$ cat src/rtl/sha512hc_pkg.sv
// shared types, constants and round table of the sha-512 hash core
`default_nettype none

package sha512hc_pkg;

    localparam int WORD_W  = 64;
    localparam int HASH_N  = 8;
    localparam int BLOCK_N = 16;
    localparam int ROUNDS  = 80;
    localparam int CNT_W   = 4;
    localparam int IDX_W   = 3;
    localparam int RND_W   = 7;
    localparam int POS_W   = 4;
    localparam int BEAT_W  = 72;

    typedef logic [WORD_W-1:0] t_word;
    typedef logic [HASH_N-1:0][WORD_W-1:0] t_hash;

    // word source for a push into the block buffer
    localparam logic [2:0] SRC_DATA   = 3'd0;
    localparam logic [2:0] SRC_PADDED = 3'd1;
    localparam logic [2:0] SRC_MARK   = 3'd2;
    localparam logic [2:0] SRC_ZERO   = 3'd3;
    localparam logic [2:0] SRC_LEN    = 3'd4;

    localparam logic [POS_W-1:0] POS_LEN_HI = 4'd14;
    localparam logic [POS_W-1:0] POS_FULL   = 4'd15;

    typedef struct packed {
        logic             push;
        logic [2:0]       src;
        logic             len_word;
        logic             len_last;
        logic             start;
        logic             round;
        logic [RND_W-1:0] rnd;
        logic             fin;
        logic             digest;
    } t_cmd;

    typedef struct packed {
        logic [POS_W-1:0] pos;
    } t_stat;

    localparam t_hash HASH_IV = {
        64'h5be0cd19137e2179, 64'h1f83d9abfb41bd6b,
        64'h9b05688c2b3e6c1f, 64'h510e527fade682d1,
        64'ha54ff53a5f1d36f1, 64'h3c6ef372fe94f82b,
        64'hbb67ae8584caa73b, 64'h6a09e667f3bcc908
    };

    localparam t_word ROUND_K [0:ROUNDS-1] = '{
        64'h428a2f98d728ae22, 64'h7137449123ef65cd, 64'hb5c0fbcfec4d3b2f, 64'he9b5dba58189dbbc,
        64'h3956c25bf348b538, 64'h59f111f1b605d019, 64'h923f82a4af194f9b, 64'hab1c5ed5da6d8118,
        64'hd807aa98a3030242, 64'h12835b0145706fbe, 64'h243185be4ee4b28c, 64'h550c7dc3d5ffb4e2,
        64'h72be5d74f27b896f, 64'h80deb1fe3b1696b1, 64'h9bdc06a725c71235, 64'hc19bf174cf692694,
        64'he49b69c19ef14ad2, 64'hefbe4786384f25e3, 64'h0fc19dc68b8cd5b5, 64'h240ca1cc77ac9c65,
        64'h2de92c6f592b0275, 64'h4a7484aa6ea6e483, 64'h5cb0a9dcbd41fbd4, 64'h76f988da831153b5,
        64'h983e5152ee66dfab, 64'ha831c66d2db43210, 64'hb00327c898fb213f, 64'hbf597fc7beef0ee4,
        64'hc6e00bf33da88fc2, 64'hd5a79147930aa725, 64'h06ca6351e003826f, 64'h142929670a0e6e70,
        64'h27b70a8546d22ffc, 64'h2e1b21385c26c926, 64'h4d2c6dfc5ac42aed, 64'h53380d139d95b3df,
        64'h650a73548baf63de, 64'h766a0abb3c77b2a8, 64'h81c2c92e47edaee6, 64'h92722c851482353b,
        64'ha2bfe8a14cf10364, 64'ha81a664bbc423001, 64'hc24b8b70d0f89791, 64'hc76c51a30654be30,
        64'hd192e819d6ef5218, 64'hd69906245565a910, 64'hf40e35855771202a, 64'h106aa07032bbd1b8,
        64'h19a4c116b8d2d0c8, 64'h1e376c085141ab53, 64'h2748774cdf8eeb99, 64'h34b0bcb5e19b48a8,
        64'h391c0cb3c5c95a63, 64'h4ed8aa4ae3418acb, 64'h5b9cca4f7763e373, 64'h682e6ff3d6b2b8a3,
        64'h748f82ee5defb2fc, 64'h78a5636f43172f60, 64'h84c87814a1f0ab72, 64'h8cc702081a6439ec,
        64'h90befffa23631e28, 64'ha4506cebde82bde9, 64'hbef9a3f7b2c67915, 64'hc67178f2e372532b,
        64'hca273eceea26619c, 64'hd186b8c721c0c207, 64'heada7dd6cde0eb1e, 64'hf57d4f7fee6ed178,
        64'h06f067aa72176fba, 64'h0a637dc5a2c898a6, 64'h113f9804bef90dae, 64'h1b710b35131c471b,
        64'h28db77f523047d84, 64'h32caab7b40c72493, 64'h3c9ebe0a15c9bebc, 64'h431d67c49c100d4c,
        64'h4cc5d4becb3e42b6, 64'h597f299cfc657e2a, 64'h5fcb6fab3ad6faec, 64'h6c44198c4a475817
    };

endpackage

`default_nettype wire

$ cat src/rtl/sha512hc_ctrl.sv
// sequencer: input intake, padding pushes, round count and digest hand-off
`default_nettype none

module sha512hc_ctrl (
    input  wire                   i_clk,
    input  wire                   i_rst_n,
    input  wire                   i_in_valid,
    input  wire                   i_in_last,
    input  wire                   i_in_full,
    output logic                  o_in_ready,
    input  wire sha512hc_pkg::t_stat i_stat,
    input  wire                   i_ob_busy,
    output sha512hc_pkg::t_cmd    o_cmd
);

    localparam logic [2:0] S_IDLE   = 3'd0;
    localparam logic [2:0] S_MARK   = 3'd1;
    localparam logic [2:0] S_PADZ   = 3'd2;
    localparam logic [2:0] S_PADLEN = 3'd3;
    localparam logic [2:0] S_COMP   = 3'd4;
    localparam logic [2:0] S_FIN    = 3'd5;
    localparam logic [2:0] S_DIGEST = 3'd6;

    localparam logic [sha512hc_pkg::RND_W-1:0] RND_LAST =
        sha512hc_pkg::RND_W'(sha512hc_pkg::ROUNDS - 1);

    logic [2:0]                      r_state, n_state;
    logic [2:0]                      r_after, n_after;
    logic [sha512hc_pkg::RND_W-1:0]  r_round, n_round;

    always_comb begin
        o_cmd      = '0;
        o_in_ready = 1'b0;
        n_state    = r_state;
        n_after    = r_after;
        n_round    = r_round;
        case (r_state)
            S_IDLE: begin
                o_in_ready = 1'b1;
                if (i_in_valid) begin
                    o_cmd.push = 1'b1;
                    if (!i_in_last) begin
                        o_cmd.src      = sha512hc_pkg::SRC_DATA;
                        o_cmd.len_word = 1'b1;
                    end else if (i_in_full) begin
                        o_cmd.src      = sha512hc_pkg::SRC_DATA;
                        o_cmd.len_last = 1'b1;
                        n_state        = S_MARK;
                    end else begin
                        o_cmd.src      = sha512hc_pkg::SRC_PADDED;
                        o_cmd.len_last = 1'b1;
                        n_state        = S_PADZ;
                    end
                end
            end
            S_MARK: begin
                o_cmd.push = 1'b1;
                o_cmd.src  = sha512hc_pkg::SRC_MARK;
                n_state    = S_PADZ;
            end
            S_PADZ: begin
                o_cmd.push = 1'b1;
                o_cmd.src  = sha512hc_pkg::SRC_ZERO;
                if (i_stat.pos == sha512hc_pkg::POS_LEN_HI) begin
                    n_state = S_PADLEN;
                end
            end
            S_PADLEN: begin
                o_cmd.push = 1'b1;
                o_cmd.src  = sha512hc_pkg::SRC_LEN;
                n_state    = S_DIGEST;
            end
            S_COMP: begin
                o_cmd.round = 1'b1;
                o_cmd.rnd   = r_round;
                if (r_round == RND_LAST) begin
                    n_state = S_FIN;
                end else begin
                    n_round = r_round + 1'b1;
                end
            end
            S_FIN: begin
                o_cmd.fin = 1'b1;
                n_state   = r_after;
            end
            S_DIGEST: begin
                // wait until the previous digest has drained
                if (!i_ob_busy) begin
                    o_cmd.digest = 1'b1;
                    n_state      = S_IDLE;
                end
            end
            default: begin
                n_state = S_IDLE;
            end
        endcase

        // a push into the last slot fills the block: run the rounds, then resume
        if (o_cmd.push && i_stat.pos == sha512hc_pkg::POS_FULL) begin
            o_cmd.start = 1'b1;
            n_after     = n_state;
            n_state     = S_COMP;
            n_round     = '0;
        end
    end

    always_ff @(posedge i_clk) begin
        if (!i_rst_n) begin
            r_state <= S_IDLE;
            r_after <= S_IDLE;
            r_round <= '0;
        end else begin
            r_state <= n_state;
            r_after <= n_after;
            r_round <= n_round;
        end
    end

endmodule

`default_nettype wire

$ cat config.mk
export PLATFORM = sky130hd
export DESIGN_NAME = sha512hc_ctrl
export DESIGN_NICKNAME = d
export VERILOG_FILES = /design/src/rtl/sha512hc_pkg.sv /design/src/rtl/sha512hc_ctrl.sv
export SDC_FILE = /design/constraint.sdc
export NUM_CORES = 1
export LEC_CHECK = 0
export ABC_AREA = 0
export BUFFER_PORTS_ARGS = -buffer_cell sky130_fd_sc_hd__buf_2
export CORE_MARGIN = 8
export CORE_UTILIZATION = 45
export CTS_BUF_LIST = sky130_fd_sc_hd__clkbuf_4 sky130_fd_sc_hd__clkbuf_8
export DETAILED_ROUTE_END_ITERATION = 8
export HOLD_SLACK_MARGIN = 0.06
export PLACE_DENSITY = 0.84
export SETUP_SLACK_MARGIN = 0.4
export SYNTH_ARGS = -nofsm -noshare
export SYNTH_HDL_FRONTEND = slang
export SYNTH_SLANG_ARGS = --single-unit
$ cat constraint.sdc
create_clock -name i_clk -period 1.53 [get_ports i_clk]
set_input_delay 0.153 -clock i_clk [delete_from_list [all_inputs] [get_ports i_clk]]
set_output_delay 0.153 -clock i_clk [all_outputs]
set_load 0.01 [all_outputs]
==> results.cfg <==
[synthesis]
ys_seq_area_share_pct = 32.8
synth_area_leaders = dfxtp_1 33%, nor2_1 7.1%, and2_1 6.3%, a21oi_1 3.1%, nand4_1 3.1%
synth_area_um2 = 795
ys.flop_type = dfxtp_1
synth_enable_flop_cells = 0
synthCells = 97
ys_ff_latch = 13
ys_types = 39
synth_top_area_share_pct = 32.8
yosysTopAreaCell = dfxtp_1
synth_area_per_cell_um2 = 8.19
synthArstFlopShare_pct = 0
yosys_warnings = 0
syn_nets = 108

[flow_run]
cap_violations = 0

[place]
routabilityCongestion = 0.891
hpwlAfterDp_um = 1660
dp_cells = 141
dpl_cell_area_um2 = 1030
portBuffers = 27

[grt]
grtUsageTotal_pct = 19.5
grt_max_degree = 9
grtUsageMet2_pct = 34.9
grt.busiest_layer = met2
gr-total-overflow = 0
grt_pass1_vias = 1007
grt.met3_usage_pct = 5.30
use_met1_pct = 20.2
grt_pass1_wl_um = 5020
antenna_found_initial = 0

[layout]
final_nets = 171
postLayoutCellArea_um2 = 1610
num-fill-cells = 42
final_cell_mix = 30 x buf_6, 15 x buf_2, 15 x buf_4, 12 x nor2_1, 8 x dfxtp_1
antenna_cells = 0
final_cells = 176
drive_above_1_share_pct = 71.1
final_common_cell = buf_6
area_delta_synth_final_pct = 103

[critical_path]
cp_slowest_cell = or3_4
critPathTopFamily = simple AND/OR/NAND/NOR gates
startpoint_type = flop
path_max_fanout = 3
crit_required_ps = 1380
crit_buf_inv = 1
worst-setup-path-type = reg -> out
max_stage_delay_ps = 430
end_kind = primary output
path_cells = or3_4 > nor3b_4 > buf_2
worstPathArrival_ps = 1440

[clocking]
cts_tree = yes
worstSkewPairLatency_ps = 300
cts_max_path_buffers = 2
numCtsBuffers = 3
cts_root_buf = clkbuf_4
clkTransAtPathRegs_ps = 90
clock-sinks = 13
hold_buffers = 0
htreeDepth = 1

[sta]
finalHoldViolations = 0
slew_violations = 0
slew_headroom_pct = 80.2
clock_skew_ps = 3.68
rsz0062_at_grt = true
fin_crit_ps = 1590
fmax_mhz = 627
setup_ws_ps = -65.0
fin_crit_sh_pct = 104
whs_ps = 169
worst_pin_slew_ps = 296
setup_viol = 10

[floorplanning]
start_util_pct = 47.0
num_rows = 15
die-area_um2 = 3370
die_h_um = 58.0
io_pins = 28
core_um2 = 1690
die_x_um = 58.0

[route]
first_iter_violations = 52
drc = 0
dr.pass1.iters = 4
ant_nets = 0
vias = 1050
routed_via_density = 5.97
wl_um = 4230
wl_per_cell_um = 24.0

[power]
irDropWorstVdd_uv = 675
fin_total_pwr_uw = 919
power.leakage_uw = 0.000708
power_density_nw_per_um2 = 571

[outcome]
outcome = complete, but fails checks
failed_checks = setup timing

[hold_path]
hp-class = in -> reg
==> per-layer routing <==
metal | up-vias | wire length [µm]
met5 | - | 0
met4 | 0 | 116
met3 | 14 | 181
met2 | 44 | 2270
met1 | 526 | 1660
li1 | 466 | -
==> layout make-up <==
type,count,area [µm²],share of cell area (%)
clock buffer,3,22.5,1.40
tap,17,21.3,1.32
inverter,3,11.3,0.700
multi-input combinational,77,714,44.4
clock inverter,1,5.00,0.311
sequential,13,279,17.3
timing repair buffer,62,556,34.5
==> cell usage after synthesis, types with 2 or more instances <==
cell type,count
o21ai_0,2
xor2_1,2
buf_2,2
a211oi_1,2
nor3_1,2
nor3_2,2
nand2b_1,2
and2_1,8
nand3_1,2
nand4_1,4
nand2_1,5
clkbuf_1,2
and3b_1,2
nor2_1,15
inv_1,3
dfxtp_1,13
a21oi_1,5
mux2i_1,2
xnor2_1,2
==> tightest hold or removal path, cell delays in order <==
cell and delay (ps):
buf_2 160, o21ai_2 90, a21oi_2 40
==> where the power goes <==
group | switching [µW] | internal [µW]
registers | 16.0 | 342
clock network | 142 | 97.8
logic | 159 | 161
total | 317 | 601
==> state kept, by name, indices dropped and copies added (netlist names) <==
name / count
r_round: 7
r_state: 3
r_after: 3
==> logic make-up (layout without fill, tap and decap cells) <==
family / Yosys count / in the layout / share of synthesized area, %
mux: 2 / 2 / 2.52
buf+inv: 8 / 69 / 4.57
fa+ha+maj: 1 / 1 / 1.57
compound gates: 15 / 15 / 12.8
flops: 13 / 13 / 32.8
xor+xnor: 4 / 4 / 4.41
simple gates: 54 / 55 / 41.4
==> through the flow <==
stage	setup TNS [ps]	util [%]	setup WS (ps)
5_1_grt	-763	95.3	-107
3_5_place_dp	0	61.1	141
4_1_cts	-26.3	83.6	-26.3
2_1_floorplan	0	-	191
6_report	-243	95.3	-65.0
3_3_place_gp	0	61.1	170
==> what timing repair did <==
| action | 4_1_cts | 5_1_grt |
|---|---|---|
| gates cloned | 2 | 0 |
| setup endpoints to repair | 31 | 31 |
| buffers inserted | 17 | 12 |
| resized for setup | 48 | 23 |
| pin swaps | 13 | 21 |
| endpoints found under the hold margin | 0 | 0 |
==> final timing paths <==
| check | start | end | slack, ps | cells past startpoint |
|---|---|---|---|---|
| worst min-delay path | i_rst_n | r_after[1]$_SDFFE_PN0P_ | 170 | 3 |
| worst max register to register | r_state[1]$_SDFF_PP0_ | r_round[3]$_SDFFE_PP0P_ | -50 | 5 |
| worst max-delay path | r_state[0]$_SDFF_PP0_ | o_cmd[12] | -60 | 3 |
| worst min register to register | r_after[0]$_SDFFE_PN0P_ | r_state[0]$_SDFF_PP0_ | 530 | 2 |
Note: power is estimated with default switching activity, not from simulation.
