## src/rtl/sha512hc_pkg.sv

```systemverilog
// shared types, constants and round table of the sha-512 hash core
`default_nettype none

package sha512hc_pkg;

    localparam int WORD_W  = 64;
    localparam int HASH_N  = 8;
    localparam int BLOCK_N = 16;
    localparam int ROUNDS  = 80;
    localparam int CNT_W   = 4;
    localparam int IDX_W   = 3;
    localparam int RND_W   = 7;
    localparam int POS_W   = 4;
    localparam int BEAT_W  = 72;

    typedef logic [WORD_W-1:0] t_word;
    typedef logic [HASH_N-1:0][WORD_W-1:0] t_hash;

    // word source for a push into the block buffer
    localparam logic [2:0] SRC_DATA   = 3'd0;
    localparam logic [2:0] SRC_PADDED = 3'd1;
    localparam logic [2:0] SRC_MARK   = 3'd2;
    localparam logic [2:0] SRC_ZERO   = 3'd3;
    localparam logic [2:0] SRC_LEN    = 3'd4;

    localparam logic [POS_W-1:0] POS_LEN_HI = 4'd14;
    localparam logic [POS_W-1:0] POS_FULL   = 4'd15;

    typedef struct packed {
        logic             push;
        logic [2:0]       src;
        logic             len_word;
        logic             len_last;
        logic             start;
        logic             round;
        logic [RND_W-1:0] rnd;
        logic             fin;
        logic             digest;
    } t_cmd;

    typedef struct packed {
        logic [POS_W-1:0] pos;
    } t_stat;

    localparam t_hash HASH_IV = {
        64'h5be0cd19137e2179, 64'h1f83d9abfb41bd6b,
        64'h9b05688c2b3e6c1f, 64'h510e527fade682d1,
        64'ha54ff53a5f1d36f1, 64'h3c6ef372fe94f82b,
        64'hbb67ae8584caa73b, 64'h6a09e667f3bcc908
    };

    localparam t_word ROUND_K [0:ROUNDS-1] = '{
        64'h428a2f98d728ae22, 64'h7137449123ef65cd, 64'hb5c0fbcfec4d3b2f, 64'he9b5dba58189dbbc,
        64'h3956c25bf348b538, 64'h59f111f1b605d019, 64'h923f82a4af194f9b, 64'hab1c5ed5da6d8118,
        64'hd807aa98a3030242, 64'h12835b0145706fbe, 64'h243185be4ee4b28c, 64'h550c7dc3d5ffb4e2,
        64'h72be5d74f27b896f, 64'h80deb1fe3b1696b1, 64'h9bdc06a725c71235, 64'hc19bf174cf692694,
        64'he49b69c19ef14ad2, 64'hefbe4786384f25e3, 64'h0fc19dc68b8cd5b5, 64'h240ca1cc77ac9c65,
        64'h2de92c6f592b0275, 64'h4a7484aa6ea6e483, 64'h5cb0a9dcbd41fbd4, 64'h76f988da831153b5,
        64'h983e5152ee66dfab, 64'ha831c66d2db43210, 64'hb00327c898fb213f, 64'hbf597fc7beef0ee4,
        64'hc6e00bf33da88fc2, 64'hd5a79147930aa725, 64'h06ca6351e003826f, 64'h142929670a0e6e70,
        64'h27b70a8546d22ffc, 64'h2e1b21385c26c926, 64'h4d2c6dfc5ac42aed, 64'h53380d139d95b3df,
        64'h650a73548baf63de, 64'h766a0abb3c77b2a8, 64'h81c2c92e47edaee6, 64'h92722c851482353b,
        64'ha2bfe8a14cf10364, 64'ha81a664bbc423001, 64'hc24b8b70d0f89791, 64'hc76c51a30654be30,
        64'hd192e819d6ef5218, 64'hd69906245565a910, 64'hf40e35855771202a, 64'h106aa07032bbd1b8,
        64'h19a4c116b8d2d0c8, 64'h1e376c085141ab53, 64'h2748774cdf8eeb99, 64'h34b0bcb5e19b48a8,
        64'h391c0cb3c5c95a63, 64'h4ed8aa4ae3418acb, 64'h5b9cca4f7763e373, 64'h682e6ff3d6b2b8a3,
        64'h748f82ee5defb2fc, 64'h78a5636f43172f60, 64'h84c87814a1f0ab72, 64'h8cc702081a6439ec,
        64'h90befffa23631e28, 64'ha4506cebde82bde9, 64'hbef9a3f7b2c67915, 64'hc67178f2e372532b,
        64'hca273eceea26619c, 64'hd186b8c721c0c207, 64'heada7dd6cde0eb1e, 64'hf57d4f7fee6ed178,
        64'h06f067aa72176fba, 64'h0a637dc5a2c898a6, 64'h113f9804bef90dae, 64'h1b710b35131c471b,
        64'h28db77f523047d84, 64'h32caab7b40c72493, 64'h3c9ebe0a15c9bebc, 64'h431d67c49c100d4c,
        64'h4cc5d4becb3e42b6, 64'h597f299cfc657e2a, 64'h5fcb6fab3ad6faec, 64'h6c44198c4a475817
    };

endpackage

`default_nettype wire

```

## src/rtl/sha512hc_obuf.sv

```systemverilog
// digest output buffer: holds eight words and sends them one beat each
`default_nettype none

module sha512hc_obuf (
    input  wire                                i_clk,
    input  wire                                i_rst_n,
    input  wire                                i_load,
    input  wire sha512hc_pkg::t_hash           i_hash,
    input  wire                                i_ready,
    output logic                               o_valid,
    output logic [sha512hc_pkg::WORD_W-1:0]    o_word,
    output logic [sha512hc_pkg::IDX_W-1:0]     o_index,
    output logic                               o_last
);

    sha512hc_pkg::t_hash               r_buf;
    logic [sha512hc_pkg::IDX_W-1:0]    r_idx;
    logic                              r_busy;

    always_ff @(posedge i_clk) begin
        if (i_load) begin
            r_buf <= i_hash;
        end else if (r_busy && i_ready) begin
            for (int i = 0; i < sha512hc_pkg::HASH_N - 1; i++) begin
                r_buf[i] <= r_buf[i+1];
            end
        end
    end

    always_ff @(posedge i_clk) begin
        if (!i_rst_n) begin
            r_idx  <= '0;
            r_busy <= 1'b0;
        end else if (i_load) begin
            r_idx  <= '0;
            r_busy <= 1'b1;
        end else if (r_busy && i_ready) begin
            r_idx <= r_idx + 1'b1;
            if (o_last) begin
                r_busy <= 1'b0;
            end
        end
    end

    assign o_valid = r_busy;
    assign o_word  = r_buf[0];
    assign o_index = r_idx;
    assign o_last  = (r_idx == sha512hc_pkg::IDX_W'(sha512hc_pkg::HASH_N - 1));

endmodule

`default_nettype wire

```

## config.mk

```make
export PLATFORM = sky130hd
export DESIGN_NAME = sha512hc_obuf
export DESIGN_NICKNAME = d
export VERILOG_FILES = /design/src/rtl/sha512hc_pkg.sv /design/src/rtl/sha512hc_obuf.sv
export SDC_FILE = /design/constraint.sdc
export NUM_CORES = 1
export LEC_CHECK = 0
export BUFFER_PORTS_ARGS = -buffer_cell sky130_fd_sc_hd__buf_2
export CAP_MARGIN = 20
export CORE_AREA = 2 2 229 231
export DETAILED_ROUTE_END_ITERATION = 16
export DIE_AREA = 0 0 231 233
export PLACE_DENSITY_LB_ADDON = 0.08
export SLEW_MARGIN = 20
export SYNTH_ARGS = -nofsm -noshare
export SYNTH_HDL_FRONTEND = slang
export SYNTH_SLANG_ARGS = --single-unit
```

## constraint.sdc

```tcl
create_clock -name i_clk -period 24 [get_ports i_clk]
set_clock_uncertainty 0.2 [all_clocks]
set_input_delay 2.4 -clock i_clk [delete_from_list [all_inputs] [get_ports i_clk]]
set_output_delay 2.4 -clock i_clk [all_outputs]
set_load 0.01 [all_outputs]
```

==> results by group, run 1 <==
Clocking
  – Number of buffers created by CTS: 55
  – Post-CTS clock slew at the launch and capture registers of the worst setup and hold paths: 0.06 ns
  – Level count of the clock H-tree: 2
  – Latest clock arrival within the worst-skew pair: 0.58 ns
  – CTS Root Buffer Type: sky130_fd_sc_hd__clkbuf_16
  – CTS hold repair buffers: 0
  – CTS tree: yes
  – Max Buffers Root-to-Sink: 3
  – Post-cts resize count: 0
  – Setup Fix Bufs, Post-CTS: 0
  – TritonCTS sink count: 516

Final layout
  – Layout Utilization: 0.513
  – Synthesis-to-finish area growth: 21.2%
  – Fraction of final layout cells with drive strength greater than 1: 0.667
  – Number of inserted filler cells in the final layout: 4368
  – Post-route cell area: 26200 um^2
  – Final Net Count: 2148

Run
  – Number of violations of the max-capacitance limit: 0

Detailed routing
  – Vias/cell: 4.65
  – Drt wl/cell: 20.6 um
  – Total vias in the final route: 11000
  – Detailed Routing Iterations Pass 1: 4
  – DRC violation count after routing: 0
  – Detailed router's first-iteration violation count: 745
  – Antenna viol nets, final: 0
  – Routed wire length: 48800 um

Worst setup path
  – Reg-to-reg critical path startpoint: o_valid
  – Cell family with the largest share of critical-path delay: buffers and inverters
  – Type of destination of the critical path: flop
  – Worst Setup SP: i_load
  – Maximum fanout count along the critical path: 94
  – Data required, critical path: 24.01 ns
  – Largest stage delay on the critical path: 0.88 ns
  – Ordered cell list for the critical path: buf_8 > a21o_4 > buf_4 > buf_4 > buf_4
  – CP Launch Type: input pin
  – Worst Path Class, Setup: input pin to flop
  – Buffer and inverter count on the worst path: 4
  – Most frequent cell on the critical path: sky130_fd_sc_hd__buf_4
  – Arrival time at the worst endpoint: 6.39 ns
  – CP max-delay cell: sky130_fd_sc_hd__buf_4

Synth
  – Net Count, Synth: 1613
  – Compound-cell area share of the yosys netlist: 0.00312
  – Most frequent cells after synthesis: sky130_fd_sc_hd__edfxtp_1, sky130_fd_sc_hd__mux2_2, sky130_fd_sc_hd__buf_4, sky130_fd_sc_hd__buf_6, sky130_fd_sc_hd__buf_2
  – Post-synthesis adder-cell area fraction: 0.00116
  – Per-instance average area after synthesis: 19.7 um^2
  – Dominant combinational cell family by area after synthesis: multiplexers
  – Yosys reg bits: 516
  – Share of cell area taken by muxes after synthesis: 0.233
  – Proportion of register bits with asynchronous set or reset after synthesis: 0
  – Dominant register cell in the synthesized netlist: sky130_fd_sc_hd__edfxtp_1
  – Share of the synthesized area in the top cell type: 0.711
  – Post-synthesis instance area: 21600 um^2
  – Leading area contributor after synthesis: sky130_fd_sc_hd__edfxtp_1
  – Top cells by area, synth: sky130_fd_sc_hd__edfxtp_1, sky130_fd_sc_hd__mux2_2, sky130_fd_sc_hd__buf_4
  – Xor/xnor share of the synthesized area: 0
  – EDFF count, synth: 512
  – Number of different library cells in the post-synthesis netlist: 16
  – Simple logic cell fraction of the synthesized area: 0.00110
  – Synth warnings: 0
  – Proportion of synthesized chip area in sequential cells: 0.715
  – Syn Inst Count: 1095
  – Library cell with the highest instance count after synthesis: sky130_fd_sc_hd__edfxtp_1

Timing
  – Achievable frequency: 157 MHz
  – Crit path time final: 6.39 ns
  – Number of hold violations in the final report: 0
  – Setup repair after global routing missed its margin: false
  – Period utilisation layout: 0.266
  – Setup-violating endpoint count in the final report: 0
  – Total Negative Setup Slacks: 0 ns
  – Number of pins exceeding their max-slew limit in the final report: 0
  – Worst-margin pin slew: 1.12 ns
  – Max-Slew Margin vs Limit: 0.250

Floorplan
  – Num ports: 585
  – Die extent in y: 233 um
  – Total Die Area: 53800 um^2
  – Std cell rows: 83
  – Core ar.: 51100 um^2
  – Initial core utilization: 0.423
  – Die width: 231 um

Global routing
  – Wire length of the first global-routing pass: 70900 um
  – Largest net degree at the start of global routing: 174
  – Via count of the first global-routing pass: 11800
  – Overall track demand over capacity in global routing: 0.177
  – Antenna violations before repair: 36
  – Congestion Overflow GR: 0

Pwr
  – Ratio of total power to cell area: 79.6 nW/um^2
  – Peak supply drop: 0.0639 mV
  – Leakage: 10.1 nW
  – Total chip power: 2.09 mW

Placement
  – Number of input and output port buffers inserted: 584
  – Post-detail-place hpwl: 34400 um
  – Routability congestion estimate from global placement: 0.784
  – Post-place instance area: 24500 um^2

Outcome
  – Outcome: complete, no violations

Min path
  – Path category of the worst min-delay check: flop to flop
  – Beginning of the worst hold path: r_buf[115]
## worst register-to-register path, cell delays in order, from the launching register on
cell                      delay (ns)
sky130_fd_sc_hd__dfxtp_1        0.50
sky130_fd_sc_hd__a21o_4         0.69
sky130_fd_sc_hd__buf_4          0.85
sky130_fd_sc_hd__buf_4          0.85
sky130_fd_sc_hd__buf_4          0.95
## logic make-up after synthesis
family	after synthesis
simple gates	4
fa+ha+maj	2
buf+inv	116
mux	448
flops	516
compound gates	9
## stage by stage
step	worst slack (ns)	hold WS (ns)	std cells
2_1_floorplan	11.20	0.325	1095
3_3_place_gp	17.03	0.328	2253
3_5_place_dp	16.95	0.332	2253
4_1_cts	17.59	0.347	2347
5_1_grt	17.29	0.352	2356
6_report	17.61	0.338	2370
## state kept, by name, indices dropped and copies added, names as in the netlist
signal and count:
o_index 3, r_buf 448, o_valid 1, o_word 64
## worst paths after layout
path	depth (start not counted)	endpoint	slack, ns
max	5	r_buf[106]	17.61
min	1	o_word[51]	0.34
max reg2reg	4	r_buf[106]	19.43
min reg2reg	1	o_word[51]	0.34
## routing by layer
| layer | share of wire | track usage |
|---|---|---|
| met1 | 0.38 | 0.205 |
| met2 | 0.50 | 0.300 |
| met5 | 0.0040 | 0 |
| met3 | 0.091 | 0.0674 |
| met4 | 0.025 | 0.0645 |
## area by class of cell
cell class	count	area, um^2	area share
clock inverters	21	168	0.00640
flip-flops and latches	516	15500	0.590
clock buffers	73	1490	0.0567
multi-input cells	463	5170	0.197
repair buffers	594	3020	0.115
well taps	680	851	0.0325
diodes	23	57.6	0.00220
## power by group
part / internal, mW / total [mW] / switching (mW)
registers: 1.09 / 1.11 / 0.0187
logic: 0.100 / 0.177 / 0.0769
clock network: 0.461 / 0.795 / 0.333
## cells in the final DEF (no fill, tap or decap), types with 2 or more instances in the layout
master,netlist,final
sky130_fd_sc_hd__buf_2,6,583
sky130_fd_sc_hd__edfxtp_1,512,512
sky130_fd_sc_hd__mux2_2,448,448
sky130_fd_sc_hd__clkbuf_16,0,57
sky130_fd_sc_hd__diode_2,0,23
sky130_fd_sc_hd__clkbuf_1,0,16
sky130_fd_sc_hd__clkinv_1,0,12
sky130_fd_sc_hd__buf_4,65,9
sky130_fd_sc_hd__clkinv_2,0,5
sky130_fd_sc_hd__dfxtp_1,4,4
sky130_fd_sc_hd__a21bo_2,3,3
sky130_fd_sc_hd__a21oi_1,3,3
sky130_fd_sc_hd__bufinv_16,0,3
sky130_fd_sc_hd__nand3_1,2,2
sky130_fd_sc_hd__ha_1,2,2
(Power assumes the default switching activity.)
==> run 2: changes to the inputs <==
==> constraint.sdc (replaced) <==
create_clock -name i_clk -period 6.68 [get_ports i_clk]
set_clock_uncertainty 0.2 [all_clocks]
set_input_delay 0.668 -clock i_clk [delete_from_list [all_inputs] [get_ports i_clk]]
set_output_delay 0.668 -clock i_clk [all_outputs]
set_load 0.01 [all_outputs]
==> results by group, run 2 (same netlist as run 1, synthesis figures left out) <==
Clocking
  – Post-CTS clock slew at the launch and capture registers of the worst setup and hold paths: 0.06 ns
  – TritonCTS sink count: 516
  – Level count of the clock H-tree: 2
  – CTS Root Buffer Type: sky130_fd_sc_hd__clkbuf_16
  – Post-cts resize count: 0
  – Number of buffers created by CTS: 54
  – CTS tree: yes
  – Setup Fix Bufs, Post-CTS: 0
  – Latest clock arrival within the worst-skew pair: 0.59 ns
  – Max Buffers Root-to-Sink: 3

Floorplan
  – Initial core utilization: 0.423
  – Die extent in y: 233 um
  – Num ports: 585
  – Core ar.: 51100 um^2
  – Std cell rows: 83
  – Die width: 231 um
  – Total Die Area: 53800 um^2

Worst setup path
  – Type of destination of the critical path: flop
  – Ordered cell list for the critical path: buf_8 > a21o_4 > buf_4
  – CP Launch Type: input pin
  – Arrival time at the worst endpoint: 2.72 ns
  – Data required, critical path: 6.68 ns
  – Maximum fanout count along the critical path: 100
  – Buffer and inverter count on the worst path: 2
  – CP max-delay cell: sky130_fd_sc_hd__buf_4
  – Cell family with the largest share of critical-path delay: buffers and inverters
  – Worst Path Class, Setup: input pin to flop
  – Largest stage delay on the critical path: 0.87 ns

Global routing
  – Congestion Overflow GR: 0
  – Overall track demand over capacity in global routing: 0.175
  – Largest net degree at the start of global routing: 185
  – GRT met1 Usage: 0.206
  – Via count of the first global-routing pass: 11500
  – GRT met3 Usage: 0.0754
  – Met2 demand-to-capacity share in global routing: 0.288
  – Antenna violations before repair: 33
  – Routing layer with the top usage in global route: met2
  – Wire length of the first global-routing pass: 70000 um

Detailed routing
  – Detailed router's first-iteration violation count: 721
  – Drt wl/cell: 20.4 um
  – DRC violation count after routing: 0
  – Routed wire length: 48500 um
  – Antenna viol nets, final: 0
  – Total vias in the final route: 11200
  – Detailed Routing Iterations Pass 1: 6
  – Vias/cell: 4.70

Final layout
  – Fraction of final layout cells with drive strength greater than 1: 0.668
  – Layout Utilization: 0.516
  – Register with the most flip-flops: r_buf
  – Number of flip-flops under the largest register name: 448
  – Synthesis-to-finish area growth: 21.8%
  – Most common cell after layout, fill and taps aside: sky130_fd_sc_hd__buf_2
  – Final Net Count: 2147
  – Most frequent cells in the layout: sky130_fd_sc_hd__buf_2, sky130_fd_sc_hd__edfxtp_1, sky130_fd_sc_hd__mux2_2, sky130_fd_sc_hd__clkbuf_16, sky130_fd_sc_hd__clkinv_1

Timing
  – Max-Slew Margin vs Limit: 0.176
  – Total Negative Setup Slacks: 0 ns
  – Achievable frequency: 368 MHz
  – Period utilisation layout: 0.407
  – Worst-margin pin slew: 1.24 ns
  – Crit path time final: 2.72 ns
  – Minimum setup slack in the final design: 3.96 ns
  – Worst hold slack across all endpoints: 0.0493 ns
  – Number of hold violations in the final report: 0
  – Setup repair after global routing missed its margin: false
  – Setup-violating endpoint count in the final report: 0
  – Number of pins exceeding their max-slew limit in the final report: 0

Placement
  – Post-detail-place hpwl: 33800 um
  – Number of input and output port buffers inserted: 584
  – Setup WS pre-CTS: 3.32 ns
  – Routability congestion estimate from global placement: 0.778

Outcome
  – Outcome: complete, no violations

Pwr
  – Leakage: 10.1 nW
  – Peak supply drop: 0.183 mV
  – Ratio of total power to cell area: 288 nW/um^2

Min path
  – Path category of the worst min-delay check: input pin to flop

Run
  – Number of violations of the max-capacitance limit: 0
-- run 2: layer usage --
layer  part of all wire  wire length, um  up-vias
li1                   -                -     5325
met1               0.39            19000     5340
met2               0.49            23700      357
met3              0.091             4420      104
met4              0.024             1180       30
met5             0.0039              191        -
-- run 2: repair_timing --
item / 4_1_cts / 5_1_grt
setup endpoints to repair: 0 / 0
hold endpoints to repair: 3 / 0
hold buffers: 3 / 0
-- run 2: power by group --
group	internal, mW	leakage (nW)	switching (mW)
logic	0.364	4.19	0.275
clock network	1.74	0.862	1.23
registers	3.93	5.10	0.0667
total	6.03	10.1	1.57
-- run 2: final cells by class --
cell class | instances | area (um^2)
Antenna cell | 19 | 47.5
Multi-Input combinational cell | 463 | 5170
Fill cell | 4373 | 24700
Timing Repair Buffer | 594 | 3080
Clock buffer | 65 | 1460
Sequential cell | 516 | 15500
Tap cell | 680 | 851
Clock inverter | 37 | 290
-- run 2: final timing paths --
| path | from | cells past startpoint | endpoint | slack [ns] |
|---|---|---|---|---|
| worst max register to register | o_valid | 2 | r_buf[165] | 4.10 |
| worst min register to register | r_buf[116] | 1 | o_word[52] | 0.34 |
| worst max-delay path | i_load | 3 | r_buf[165] | 3.96 |
| worst min-delay path | i_hash[449] | 1 | r_buf[449] | 0.05 |
-- run 2: metrics by stage --
step                power [mW]  instances  cell area, um^2
finish                    7.60       2374            26300
global route              7.88       2366            26300
CTS                       7.70       2355            26300
detailed placement        4.71       2250            24500
global placement          4.69       2250            24500
floorplan                 4.51       1095            21600
-- run 2: worst reg2reg max path, stage by stage, from the launching register on --
cell and delay (ns):
sky130_fd_sc_hd__dfxtp_1 0.50, sky130_fd_sc_hd__a21o_4 0.53, sky130_fd_sc_hd__buf_4 0.88
==> run 3: changes to the inputs <==
==> constraint.sdc (replaced) <==
create_clock -name i_clk -period 2.8 [get_ports i_clk]
set_clock_uncertainty 0.2 [all_clocks]
set_input_delay 0.28 -clock i_clk [delete_from_list [all_inputs] [get_ports i_clk]]
set_output_delay 0.28 -clock i_clk [all_outputs]
set_load 0.01 [all_outputs]
==> results by group, run 3 <==
Clocking
  – Max Buffers Root-to-Sink: 3
  – Number of buffers created by CTS: 55
  – Level count of the clock H-tree: 2
  – Setup Fix Bufs, Post-CTS: 0
  – TritonCTS sink count: 516
  – Post-cts resize count: 0
  – CTS Root Buffer Type: sky130_fd_sc_hd__clkbuf_16
  – CTS hold repair buffers: 476

Synth
  – Top cells by area, synth: sky130_fd_sc_hd__edfxtp_1, sky130_fd_sc_hd__mux2_2, sky130_fd_sc_hd__buf_4
  – Dominant combinational cell family by area after synthesis: multiplexers
  – Xor/xnor share of the synthesized area: 0
  – Leading area contributor after synthesis: sky130_fd_sc_hd__edfxtp_1
  – Per-instance average area after synthesis: 19.7 um^2
  – Synth warnings: 0
  – EDFF count, synth: 512
  – Proportion of synthesized chip area in sequential cells: 0.715
  – Post-synthesis adder-cell area fraction: 0.00116
  – Net Count, Synth: 1613
  – Number of different library cells in the post-synthesis netlist: 16
  – Yosys reg bits: 516
  – Post-synthesis instance area: 21600 um^2
  – Share of the synthesized area in the top cell type: 0.711
  – Library cell with the highest instance count after synthesis: sky130_fd_sc_hd__edfxtp_1
  – Share of cell area taken by muxes after synthesis: 0.233
  – Compound-cell area share of the yosys netlist: 0.00312
  – Dominant register cell in the synthesized netlist: sky130_fd_sc_hd__edfxtp_1
  – Most frequent cells after synthesis: sky130_fd_sc_hd__edfxtp_1, sky130_fd_sc_hd__mux2_2, sky130_fd_sc_hd__buf_4, sky130_fd_sc_hd__buf_6, sky130_fd_sc_hd__buf_2
  – Proportion of register bits with asynchronous set or reset after synthesis: 0
  – Simple logic cell fraction of the synthesized area: 0.00110
  – Syn Inst Count: 1095

Placement
  – Post-place instance area: 24800 um^2
  – Number of input and output port buffers inserted: 584
  – Post-detail-place hpwl: 35800 um
  – Routability congestion estimate from global placement: 0.781

Outcome
  – Failing step: clock tree synthesis
  – Error that stopped the run: [ERROR RSZ-0060] Max buffer count reached.
  – Outcome: did not finish

Floorplan
  – Die extent in y: 233 um
  – Std cell rows: 83
  – Initial core utilization: 0.423
  – Num ports: 585
  – Die width: 231 um
run 3: cells by family after synthesis:
family | after synthesis
buffers and inverters | 116
muxes | 448
and+or+nand+nor | 4
AOI/OAI and AO/OA | 9
adders and majority gates | 2
DFF | 516
run 3: through the flow:
| stage | TNS [ns] | cells | setup slack [ns] | hold WS [ns] |
|---|---|---|---|---|
| 3_5_place_dp | 0 | 2278 | 0.737 | 0.258 |
| 3_3_place_gp | 0 | 2278 | 0.776 | 0.256 |
| 2_1_floorplan | -628.88 | 1095 | -1.40 | 0.179 |
==> run 4: changes to the inputs <==
--- a/config.mk
+++ b/config.mk
@@ -7,10 +7,10 @@
 export LEC_CHECK = 0
 export BUFFER_PORTS_ARGS = -buffer_cell sky130_fd_sc_hd__buf_2
 export CAP_MARGIN = 20
-export CORE_AREA = 2 2 229 231
+export CORE_MARGIN = 2
+export CORE_UTILIZATION = 30
 export DETAILED_ROUTE_END_ITERATION = 16
-export DIE_AREA = 0 0 231 233
-export PLACE_DENSITY_LB_ADDON = 0.08
+export PLACE_DENSITY_LB_ADDON = 0.15
 export SLEW_MARGIN = 20
 export SYNTH_ARGS = -nofsm -noshare
 export SYNTH_HDL_FRONTEND = slang
==> results by group, run 4 (same netlist as run 1, synthesis figures left out) <==
Outcome
  – Outcome: complete, no violations

Placement
  – Routability congestion estimate from global placement: 0.796
  – Number of input and output port buffers inserted: 584
  – Number of cells after detailed placement: 2546
  – Setup WS pre-CTS: 0.765 ns
  – Post-place instance area: 25200 um^2
  – Post-detail-place hpwl: 37900 um

Min path
  – Beginning of the worst hold path: i_hash[505]
  – Path category of the worst min-delay check: input pin to flop

Clocking
  – Level count of the clock H-tree: 2
  – TritonCTS sink count: 516
  – Post-cts resize count: 0
  – Post-CTS clock slew at the launch and capture registers of the worst setup and hold paths: 0.06 ns
  – Number of buffers created by CTS: 59
  – CTS Root Buffer Type: sky130_fd_sc_hd__clkbuf_16
  – Max Buffers Root-to-Sink: 3
  – Setup Fix Bufs, Post-CTS: 0
  – Latest clock arrival within the worst-skew pair: 0.59 ns
  – CTS tree: yes

Worst setup path
  – Data required, critical path: 2.93 ns
  – Maximum fanout count along the critical path: 53
  – Ordered cell list for the critical path: dlygate4sd3_1 > buf_8 > buf_12 > buf_4 > mux2_2
  – Type of destination of the critical path: flop
  – Worst Path Class, Setup: input pin to flop
  – Worst Setup SP: i_load
  – Arrival time at the worst endpoint: 2.16 ns
  – Reg-to-reg critical path startpoint: o_valid
  – CP Launch Type: input pin
  – CP max-delay cell: sky130_fd_sc_hd__dlygate4sd3_1
  – Buffer and inverter count on the worst path: 4
  – Cell family with the largest share of critical-path delay: buffers and inverters
  – Largest stage delay on the critical path: 0.57 ns

Detailed routing
  – Total vias in the final route: 13300
  – Routed wire length: 55900 um
  – Vias/cell: 4.19
  – Detailed router's first-iteration violation count: 550
  – Detailed Routing Iterations Pass 1: 4
  – Antenna viol nets, final: 0
  – DRC violation count after routing: 0
  – Drt wl/cell: 17.6 um

Global routing
  – Largest net degree at the start of global routing: 105
  – Congestion Overflow GR: 0
  – Antenna violations before repair: 10
  – Wire length of the first global-routing pass: 84000 um
  – Overall track demand over capacity in global routing: 0.146
  – Via count of the first global-routing pass: 15000

Final layout
  – Fraction of final layout cells with drive strength greater than 1: 0.518
  – Fin cells: 3186
  – Layout Utilization: 0.451
  – Final Net Count: 2697
  – Register with the most flip-flops: r_buf
  – Synthesis-to-finish area growth: 49.0%
  – Number of flip-flops under the largest register name: 448
  – Post-route cell area: 32200 um^2
  – Most frequent cells in the layout: sky130_fd_sc_hd__buf_2, sky130_fd_sc_hd__dlygate4sd3_1, sky130_fd_sc_hd__edfxtp_1, sky130_fd_sc_hd__mux2_2, sky130_fd_sc_hd__clkbuf_16
  – Most common cell after layout, fill and taps aside: sky130_fd_sc_hd__buf_2
  – Number of inserted filler cells in the final layout: 6377

Floorplan
  – Total Die Area: 74200 um^2
  – Initial core utilization: 0.303
  – Num ports: 585
  – Std cell rows: 98
  – Core ar.: 71500 um^2
  – Die width: 272 um
  – Die extent in y: 272 um

Run
  – Number of violations of the max-capacitance limit: 0

Timing
  – Number of hold violations in the final report: 0
  – Setup-violating endpoint count in the final report: 0
  – Worst-margin pin slew: 0.656 ns
  – Achievable frequency: 494 MHz
  – Setup repair after global routing missed its margin: false
  – Total Negative Setup Slacks: 0 ns
  – Worst hold slack across all endpoints: 0.195 ns
  – Minimum setup slack in the final design: 0.775 ns
  – Period utilisation layout: 0.723
  – Max-Slew Margin vs Limit: 0.563
  – Crit path time final: 2.02 ns
  – Number of pins exceeding their max-slew limit in the final report: 0

Pwr
  – Total chip power: 19.1 mW
  – Peak supply drop: 0.445 mV
  – Ratio of total power to cell area: 592 nW/um^2
  – Leakage: 12.5 nW
==> run 4: worst paths after layout <==
| path | depth (start not counted) | slack (ns) | endpoint |
|---|---|---|---|
| max | 5 | 0.78 | r_buf[420] |
| min | 2 | 0.19 | r_buf[505] |
| max reg2reg | 2 | 0.80 | r_buf[90] |
| min reg2reg | 1 | 0.34 | r_buf[72] |
==> run 4: area by class of cell <==
class                           instances  area, um^2  share of cell area
Tap cell                              950        1190              0.0369
Clock inverter                         39         258             0.00800
Clock buffer                           68        1550              0.0482
Timing Repair Buffer                 1139        8580               0.266
Sequential cell                       516       15500               0.480
Antenna cell                           11        27.5            0.000854
Multi-Input combinational cell        463        5170               0.160
==> run 4: where the power goes <==
group / total (mW) / internal (mW) / switching (mW)
clock: 7.29 / 4.21 / 3.08
combinational: 2.24 / 1.39 / 0.848
sequential: 9.55 / 9.37 / 0.174
==> run 4: worst register-to-register path: stages, from the launching register on <==
cell                      delay (ns)
sky130_fd_sc_hd__dfxtp_1        0.55
sky130_fd_sc_hd__a21o_4         0.32
sky130_fd_sc_hd__buf_12         0.43
==> run 4: layer usage <==
layer  GRT usage  vias up  share of wire
li1            -     6419              -
met1       0.165     6440           0.39
met3      0.0339      123          0.052
met4      0.0555        0          0.030
met5           0        -              0
met2       0.264      363           0.53
==> run 4: timing repair <==
| action | CTS | global route |
|---|---|---|
| endpoints found under the hold margin | 516 | 0 |
| hold buffers | 522 | 0 |
| endpoints found under the setup margin | 0 | 0 |
